$ cat src/hw/rtl/mshe_div.sv
// mshe_div: signed 64-bit divider, one quotient bit per cycle, truncating
// toward zero; no package dependencies
module mshe_div (
	input  logic               clk,
	input  logic               arst_n,
	input  logic               start,
	input  logic signed [63:0] dividend,
	input  logic signed [63:0] divisor,
	output logic               done,
	output logic signed [63:0] quotient
);
	logic        busy_q;
	logic        done_q;
	logic        neg_q;
	logic [5:0]  cnt_q;
	logic [64:0] rem_q;
	logic [63:0] dvd_q;
	logic [63:0] dvs_q;
	logic [64:0] rem_sh;
	logic        fit;

	assign rem_sh = {rem_q[63:0], dvd_q[63]};
	assign fit    = rem_sh >= {1'b0, dvs_q};

	always_ff @(posedge clk or negedge arst_n) begin
		if (!arst_n) begin
			busy_q <= 1'b0;
			done_q <= 1'b0;
			cnt_q  <= '0;
		end else begin
			done_q <= 1'b0;
			if (start) begin
				busy_q <= 1'b1;
				cnt_q  <= '0;
			end else if (busy_q) begin
				cnt_q <= cnt_q + 6'd1;
				if (cnt_q == 6'd63) begin
					busy_q <= 1'b0;
					done_q <= 1'b1;
				end
			end
		end
	end

	// magnitudes in, sign fixed up at the output
	always_ff @(posedge clk) begin
		if (start) begin
			dvd_q <= dividend[63] ? 64'(-dividend) : 64'(dividend);
			dvs_q <= divisor[63] ? 64'(-divisor) : 64'(divisor);
			rem_q <= '0;
			neg_q <= dividend[63] ^ divisor[63];
		end else if (busy_q) begin
			rem_q <= fit ? (rem_sh - {1'b0, dvs_q}) : rem_sh;
			dvd_q <= {dvd_q[62:0], fit};
		end
	end

	assign done     = done_q;
	assign quotient = neg_q ? -$signed(dvd_q) : $signed(dvd_q);

endmodule
$ cat config.mk
export PLATFORM = sky130hd
export DESIGN_NAME = mshe_div
export DESIGN_NICKNAME = d
export VERILOG_FILES = /design/src/hw/rtl/mshe_div.sv
export SDC_FILE = /design/constraint.sdc
export NUM_CORES = 1
export LEC_CHECK = 0
export ABC_AREA = 1
export BUFFER_PORTS_ARGS = -buffer_cell sky130_fd_sc_hd__buf_4
export CELL_PAD_IN_SITES_DETAIL_PLACEMENT = 0
export CELL_PAD_IN_SITES_GLOBAL_PLACEMENT = 1
export CORE_MARGIN = 8
export CORE_UTILIZATION = 43
export DETAILED_ROUTE_END_ITERATION = 8
export PLACE_DENSITY_LB_ADDON = 0.12
export SYNTH_ARGS = -nofsm -noshare
export SYNTH_HDL_FRONTEND = slang
export SYNTH_SLANG_ARGS = --single-unit
$ cat constraint.sdc
create_clock -name clk -period 3.8 [get_ports clk]
set_clock_uncertainty 0.2 [all_clocks]
set_input_delay 0.57 -clock clk [delete_from_list [all_inputs] [get_ports clk]]
set_output_delay 0.57 -clock clk [all_outputs]
set_load 0.03 [all_outputs]
* Word-level counts from Yosys, hierarchy flattened
Cells that the tools add are included.
** Word-level totals
- Word-level logic and storage cells :: 31
- Output and inout bits :: 65
- Bits in registers :: 201
- Input port bits :: 131
** Cells by class
- Equality and inequality tests :: 1
- $add $sub $neg :: 5
- Muxes and demuxes :: 14
- Reductions and logical operators :: 1
- Magnitude comparators :: 1
- Bitwise logic cells :: 1
** Operators by type and width (count)
- $mux W64 :: 5
- $neg A64 Y64 :: 3
- $ge A65 B64 Y1 :: 1
- $sub A64 B64 Y64 :: 1
- $mux W63 :: 1
- $mux W6 :: 2
- $add A6 B1 Y6 const B :: 1
- $eq A6 B6 Y1 const B :: 1
- $mux W1 :: 6
- $reduce_bool A2 Y1 :: 1
- $xor A1 B1 Y1 :: 1

* Logic depth before layout (Yosys ltp)
Gate-level depths: netlist of the first run.
- Depth in word-level cells :: 4
- Gate-level depth with buffers :: 19
- Depth with buffers taken out :: 18

* Worst setup path before layout of the first run
No wires, ideal clock.
- Kind :: input -> register
- Start :: in start
- End :: reg dvd_q[0], enable pin
- Library setup time :: 0.454 ns
- Slack :: 0.232 ns
- Stages :: 4
- Buffers on the path :: 2
- Data arrival time :: 2.914 ns
- Cell sequence :: nor2_1 inv_1 clkbuf_1 clkbuf_1
** Between the ends
- Cells in the longest elaborated chain, start to end :: 1
** RTL lines
- start, declared :: RTL line 6 : input logic start,
- $reduce_bool A2 Y1 (no line)
- end signal, assigned :: RTL line 48 : dvd_q <= dividend[63] ? 64'(-dividend) : 64'(dividend);
- end signal, assigned :: RTL line 54 : dvd_q <= {dvd_q[62:0], fit};
- end, declared :: RTL line 17 : logic [63:0] dvd_q;
Every way passes these cells.
A chain may end at the register's enable or synchronous reset.

* Final worst setup path of the first run
- Start :: reg dvd_q[2]
- End :: out quotient[43]
** Between the ends
- Cells in the longest elaborated chain, start to end :: 2
** RTL lines
- $neg A64 Y64 :: RTL line 59 : assign quotient = neg_q ? -$signed(dvd_q) : $signed(dvd_q);
- $mux W64 :: RTL line 59
- end, declared :: RTL line 10 : output logic signed [63:0] quotient
Every way passes these cells.

==> run_results.csv, run 1 <==
group,metric,value,unit
worst_hold_path,min-delay-start,"divisor[0]",
power_and_ir_drop,total_power,12.2,mW
clock_tree,worstSkewPairLatency,0.57,ns
power_and_ir_drop,seqPwrFrac,0.250,
floorplan,core_area,46300,sq um
placement,dp_cells,4047,
yosys,yosys_warnings,0,
worst_setup_path,cp-end-kind,"output port",
worst_setup_path,setup.worst_path.start_class,"flop",
detailed_routing,highest_layer,"met5",
worst_setup_path,reg2regPathDepth,17,
worst_setup_path,worstSetupPathType,"reg2out",
clock_tree,htree_levels,1,
detailed_routing,detail_route.drc_violations,0,
grt,grt_pass1_wl,115000,um
clock_tree,clkTransAtPathRegs,0.06,ns
power_and_ir_drop,power.density,529,nW/um^2
grt,grtUsageTotal,0.272,
worst_setup_path,worstPathArrival,2.89,ns
clock_tree,cts_tree,"yes",
detailed_routing,drt_iter0_drc,1475,
timing,fin_crit_sh,0.964,
power_and_ir_drop,p_int,6.49,mW
layout,area_growth_syn_to_layout,15.2,%
layout,nNetsFinal,3668,
detailed_routing,met2_wirelength,36800,um
timing,min_period,3.66,ns
worst_hold_path,hold_path_class,"in2reg",
yosys,ys_seq_area_frac,0.268,
worst_setup_path,crit_path_start,"dvd_q[2]",
power_and_ir_drop,power_frac_comb,0.535,
timing,finalHoldViolCount,0,
timing,slew_viol_final,0,
yosys,synth_commonest_cells,"nand2_1 (1080), inv_1 (620), nor2_1 (317), nand3_1 (233), xor2_1 (141)",
detailed_routing,detail-route-antenna-nets,0,
grt,grt_max_degree,66,
floorplan,die_area,53700,sq um
timing,fmax,0.273,GHz
clock_tree,clockBufferDepth,3,
timing,worst_pin_slew,0.841,ns
floorplan,num_rows,79,
floorplan,die_w,232,um
worst_setup_path,ff2ff_setup_slack,0.60,ns
placement,dpl.hpwl,62700,um
worst_setup_path,crit_slowest_cell,"edfxtp_1",
layout,instances_no_fill,4100,
clock_tree,cts_num_sinks,201,
yosys,synth-edff-count,129,
power_and_ir_drop,pwr-share-clk,0.215,
worst_setup_path,max_stage_delay,0.46,ns
detailed_routing,firstDrtPassIters,5,
floorplan,die_y,232,um
yosys,synth-seq-cells,201,
yosys,synth_top_area_cell,"nand2_1",
yosys,yosysTopAreaCellShare,0.203,
run,max_cap_viol_count,0,
layout,layout-drive-gt1-share,0.101,
clock_tree,root_buffer,"clkbuf_16",
detailed_routing,wl_per_cell,18.4,um
yosys,synthArstFlopShare,0.0398,
yosys,synthCells,3294,
yosys,synthFlopType,"edfxtp_1",
detailed_routing,vias_per_cell,5.12,
worst_hold_path,hold_path_end,"dvs_q[0]",
detailed_routing,wl_met1,32400,um
grt,grt-ovfl-total,0,
detailed_routing,dr_wl_met3,3710,um
detailed_routing,routed-via-count,21000,
grt,grt_antenna_before_repair,14,
timing,final.setup.tns,0,ns
worst_setup_path,r2r-start,"dvs_q[8]",
worst_setup_path,critPathRequiredTime,3.03,ns
power_and_ir_drop,p_sw_frac,0.468,
detailed_routing,drt-total-wl,75600,um
yosys,ys_types,46,
yosys,synth_area,20000,sq um
power_and_ir_drop,p_switching,5.71,mW
power_and_ir_drop,p_leak,11.7,nW
placement,gp_congestion,0.977,
floorplan,start_util,0.433,
placement,port_buffers,195,
clock_tree,cts_buffers,25,
yosys,syn-num-nets,3494,
worst_hold_path,worstHoldPathCells,1,
timing,slew_headroom,0.440,
yosys,ys_top_cells_by_area,"nand2_1 (20%), edfxtp_1 (19%), inv_1 (12%), dfxtp_1 (6.4%), xor2_1 (6.2%)",
power_and_ir_drop,vdd_ir_drop_max,0.000407,V
floorplan,io_pins,196,
worst_setup_path,critical_path.cell_chain,"inv_2, nand3_1, nor2_1, nand3_1, nor2_4, nand2_1, nor2_4, nand3_2, o21ai_0, xor2_1, buf_4",
yosys,syn_area_per_cell,6.08,sq um
worst_setup_path,worstReg2RegEnd,"rem_q[1]",
timing,setup_viol,0,
yosys,yosysMostFrequentCell,"nand2_1",
outcome,status,"complete, no violations",
grt,grt_pass1_vias,20600,
worst_setup_path,critPathMaxFanout,4,
metrics by stage:
step	util	area, sq um	setup slack [ns]	hold WS (ns)
after floorplan	-	20000	0.232	0.0744
after global placement	0.476	22000	0.488	0.196
after detailed placement	0.476	22000	0.477	0.198
after CTS	0.496	23000	0.00768	0.0118
after global routing	0.498	23100	-0.00495	0.0202
final	0.499	23100	0.138	0.0354
how the worst max path moves through the flow:
stage,to,slack (ns),depth (start not counted)
2_1_floorplan,dvd_q[0],0.23,4
3_3_place_gp,dvd_q[58],0.49,13
3_5_place_dp,dvd_q[58],0.48,13
4_1_cts,quotient[52],0.008,13
5_1_grt,quotient[32],-0.005,12
6_report,quotient[43],0.14,11
power groups by stage:
stage | combinational, mW | clock, mW | sequential, mW
2_1_floorplan | 4.59 | 0 | 2.99
3_3_place_gp | 6.40 | 0 | 3.07
3_5_place_dp | 6.43 | 0 | 3.08
4_1_cts | 6.47 | 2.65 | 3.04
5_1_grt | 7.25 | 2.74 | 3.09
6_report | 6.54 | 2.62 | 3.05
cells by family after synthesis:
family | count (synthesis) | share of synthesized area
AOI/OAI and AO/OA | 258 | 0.0679
xor gates and xnor gates | 194 | 0.0849
adders and majority gates | 69 | 0.0435
buffers and inverters | 709 | 0.141
DFF | 201 | 0.268
and+or+nand+nor | 1863 | 0.395
what timing repair did:
action / CTS / global route
endpoints found under the setup margin: 5 / 17
gates cloned: 0 / 0
hold endpoints to repair: 8 / 0
pin swaps: 0 / 5
buffers inserted: 0 / 0
hold buffers: 1 / 0
resized for setup: 6 / 25
sequential cells by signal, indices dropped and copies added (netlist names):
signal,cells
done,1
neg_q,1
dvs_q,64
busy_q,1
cnt_q,6
rem_q,64
dvd_q,64
per-layer routing:
layer / up-vias / track usage
met5: - / 0
met4: 16 / 0.0948
met3: 133 / 0.0395
met2: 573 / 0.483
met1: 9657 / 0.333
li1: 10600 / -
critical path: cells and delay by family, from the launching register on:
kind                      cells  cell delay, ns
xor gates and xnor gates      1            0.33
AOI/OAI and AO/OA             1            0.26
buffers and inverters         2            0.33
DFF                           1            0.46
and+or+nand+nor               7            0.95
cell usage in the layout (no fill, tap or decap), types with 5 or more instances in the layout:
cell type / count
nand2_2: 16
ha_1: 68
nor2_1: 308
nor2_2: 26
nand3b_1: 45
nand3_1: 230
dfxtp_1: 64
bufinv_16: 5
nor2_4: 7
nand4_1: 64
a21oi_1: 65
a31oi_1: 5
nor3_1: 47
clkbuf_16: 25
edfxtp_1: 129
inv_1: 617
nor4_1: 17
o211ai_1: 6
o21ai_0: 117
inv_2: 19
buf_4: 215
xnor2_1: 53
dfrtp_1: 8
o21ai_1: 45
nand3_2: 7
nand2_1: 1076
diode_2: 6
xor2_1: 139
final cells by class:
cell class,count,area (sq um)
repair buffers,219,1680
well taps,607,759
fillers,4868,23200
multi-input cells,2384,12000
clock inverters,17,234
diodes,6,15.0
flip-flops and latches,201,5360
inverters,637,2390
clock buffers,29,651
(Power assumes the default switching activity.)
==> run 2, diff against run 1 <==
Settings changed: CORE_MARGIN 8 to unset, CTS_CLUSTER_SIZE set to 24.
==> run_results.csv, run 2 (same netlist as run 1, synthesis figures left out) <==
group,metric,value,unit
outcome,status,"complete, no violations",
worst_setup_path,critPathRequiredTime,3.03,ns
detailed_routing,drt_iter0_drc,1668,
placement,dpl_worst_slack,0.523,ns
clock_tree,htree_levels,1,
worst_setup_path,ff2ff_setup_slack,0.60,ns
worst_setup_path,critPathMaxFanout,4,
power_and_ir_drop,power.density,530,nW/um^2
detailed_routing,drt-total-wl,73700,um
detailed_routing,detail-route-antenna-nets,0,
power_and_ir_drop,total_power,12.2,mW
layout,top_regs,"dvd_q (64), dvs_q (64), rem_q (64)",
clock_tree,cts_tree,"yes",
layout,layout-drive-gt1-share,0.0984,
worst_setup_path,reg2regPathDepth,15,
worst_setup_path,crit_path_end,"quotient[34]",
worst_hold_path,hold_path_class,"in2reg",
worst_setup_path,worstPathArrival,2.88,ns
timing,finalHoldViolCount,0,
timing,setup_viol,0,
timing,fin_crit_sh,0.960,
timing,hold_ws,0.123,ns
floorplan,die_area,47400,sq um
power_and_ir_drop,p_leak,11.7,nW
clock_tree,clkTransAtPathRegs,0.06,ns
run,max_cap_viol_count,0,
detailed_routing,vias_per_cell,5.14,
worst_setup_path,max_stage_delay,0.38,ns
timing,fin_ws,0.154,ns
timing,grt_setup_unrepaired,"true",
worst_setup_path,crit_path_start,"dvd_q[0]",
clock_tree,worstSkewPairLatency,0.56,ns
clock_tree,root_buffer,"clkbuf_16",
clock_tree,clockBufferDepth,3,
placement,gp_congestion,1.05,
layout,area_growth_syn_to_layout,15.3,%
clock_tree,cts_buffers,26,
timing,fmax,0.274,GHz
grt,grt_antenna_before_repair,16,
floorplan,num_rows,78,
timing,slew_viol_final,0,
layout,layout_common_cells,"nand2_1 (1077), inv_1 (618), nor2_1 (312)",
detailed_routing,detail_route.drc_violations,0,
worst_setup_path,cp-end-kind,"output port",
worst_setup_path,critical_path.cell_chain,"inv_1, ha_1, nand3_1, nor2_2, nand2_2, nor2_2, nand2_2, nor3_2, a21o_1, buf_4, xor2_1, buf_4",
floorplan,die_w,218,um
clock_tree,cts_num_sinks,201,
worst_setup_path,setup.worst_path.start_class,"flop",
worst_setup_path,crit_slowest_cell,"edfxtp_1",
detailed_routing,firstDrtPassIters,6,
layout,nNetsFinal,3667,
timing,final.setup.tns,0,ns
floorplan,io_pins,196,
floorplan,start_util,0.438,
grt,grt_max_degree,67,
floorplan,die_y,218,um
power_and_ir_drop,vdd_ir_drop_max,0.000452,V
floorplan,core_area,45700,sq um
placement,port_buffers,195,
placement,dpl.hpwl,60400,um
grt,grt-ovfl-total,0,
timing,min_period,3.65,ns
grt,grt_pass1_wl,112000,um
timing,slew_headroom,0.415,
grt,grt_pass1_vias,20300,
detailed_routing,routed-via-count,21000,
worst_setup_path,worstSetupPathType,"reg2out",
worst_setup_path,worstReg2RegEnd,"rem_q[1]",
detailed_routing,wl_per_cell,18.0,um
grt,grtUsageTotal,0.307,
worst_setup_path,r2r-start,"dvs_q[48]",
timing,worst_pin_slew,0.877,ns
layout,final_common_cell,"nand2_1",
[run 2: worst min path at each step]
stage | from | to | slack (ns) | cells past startpoint
after floorplan | arst_n | busy_q | 0.07 | 0
after global placement | arst_n | done | 0.19 | 1
after detailed placement | arst_n | done | 0.20 | 1
after CTS | divisor[56] | dvs_q[56] | 0.10 | 2
after global routing | divisor[35] | dvs_q[35] | 0.11 | 2
final | divisor[56] | dvs_q[56] | 0.12 | 2
[run 2: worst max-delay path, delay by kind of cell, from the launching register on]
kind,cells,cell delay [ns]
flip-flops,1,0.38
AND/OR/NAND/NOR,6,0.78
AO/OA/AOI/OAI,1,0.21
XOR/XNOR,1,0.30
adder cells (fa/ha/maj),1,0.18
buffers and inverters,3,0.47
[run 2: power breakdown]
part	internal (mW)	switching [mW]	total [mW]
clock	1.67	1.04	2.71
sequential	2.77	0.277	3.04
combinational	2.14	4.33	6.47
total	6.58	5.65	12.2
[run 2: per-stage QoR]
stage	utilization	area, sq um	std cells
floorplan	-	20000	3294
global route	0.505	23100	4086
CTS	0.502	22900	4084
detailed placement	0.482	22000	4035
finish	0.505	23100	4091
global placement	0.482	22000	4035
[run 2: timing repair]
action / 4_1_cts / 5_1_grt
gates resized for setup: 0 / 23
setup buffers: 0 / 2
hold buffers: 2 / 0
setup endpoints to repair: 0 / 18
endpoints found under the hold margin: 9 / 0
[run 2: metal layers]
layer	track usage	routed length, um	up-vias
met3	0.0473	4250	160
met4	0.135	3430	22
met5	0	135	-
li1	-	-	10600
met2	0.531	34800	625
met1	0.375	31000	9609
[run 2: cell type report]
cell class,count,area [sq um]
tap,600,751
inverter,637,2390
timing repair buffer,217,1670
sequential,201,5360
fill,4823,22600
antenna,5,12.5
multi-input combinational,2384,12000
clock buffer,30,707
clock inverter,17,225
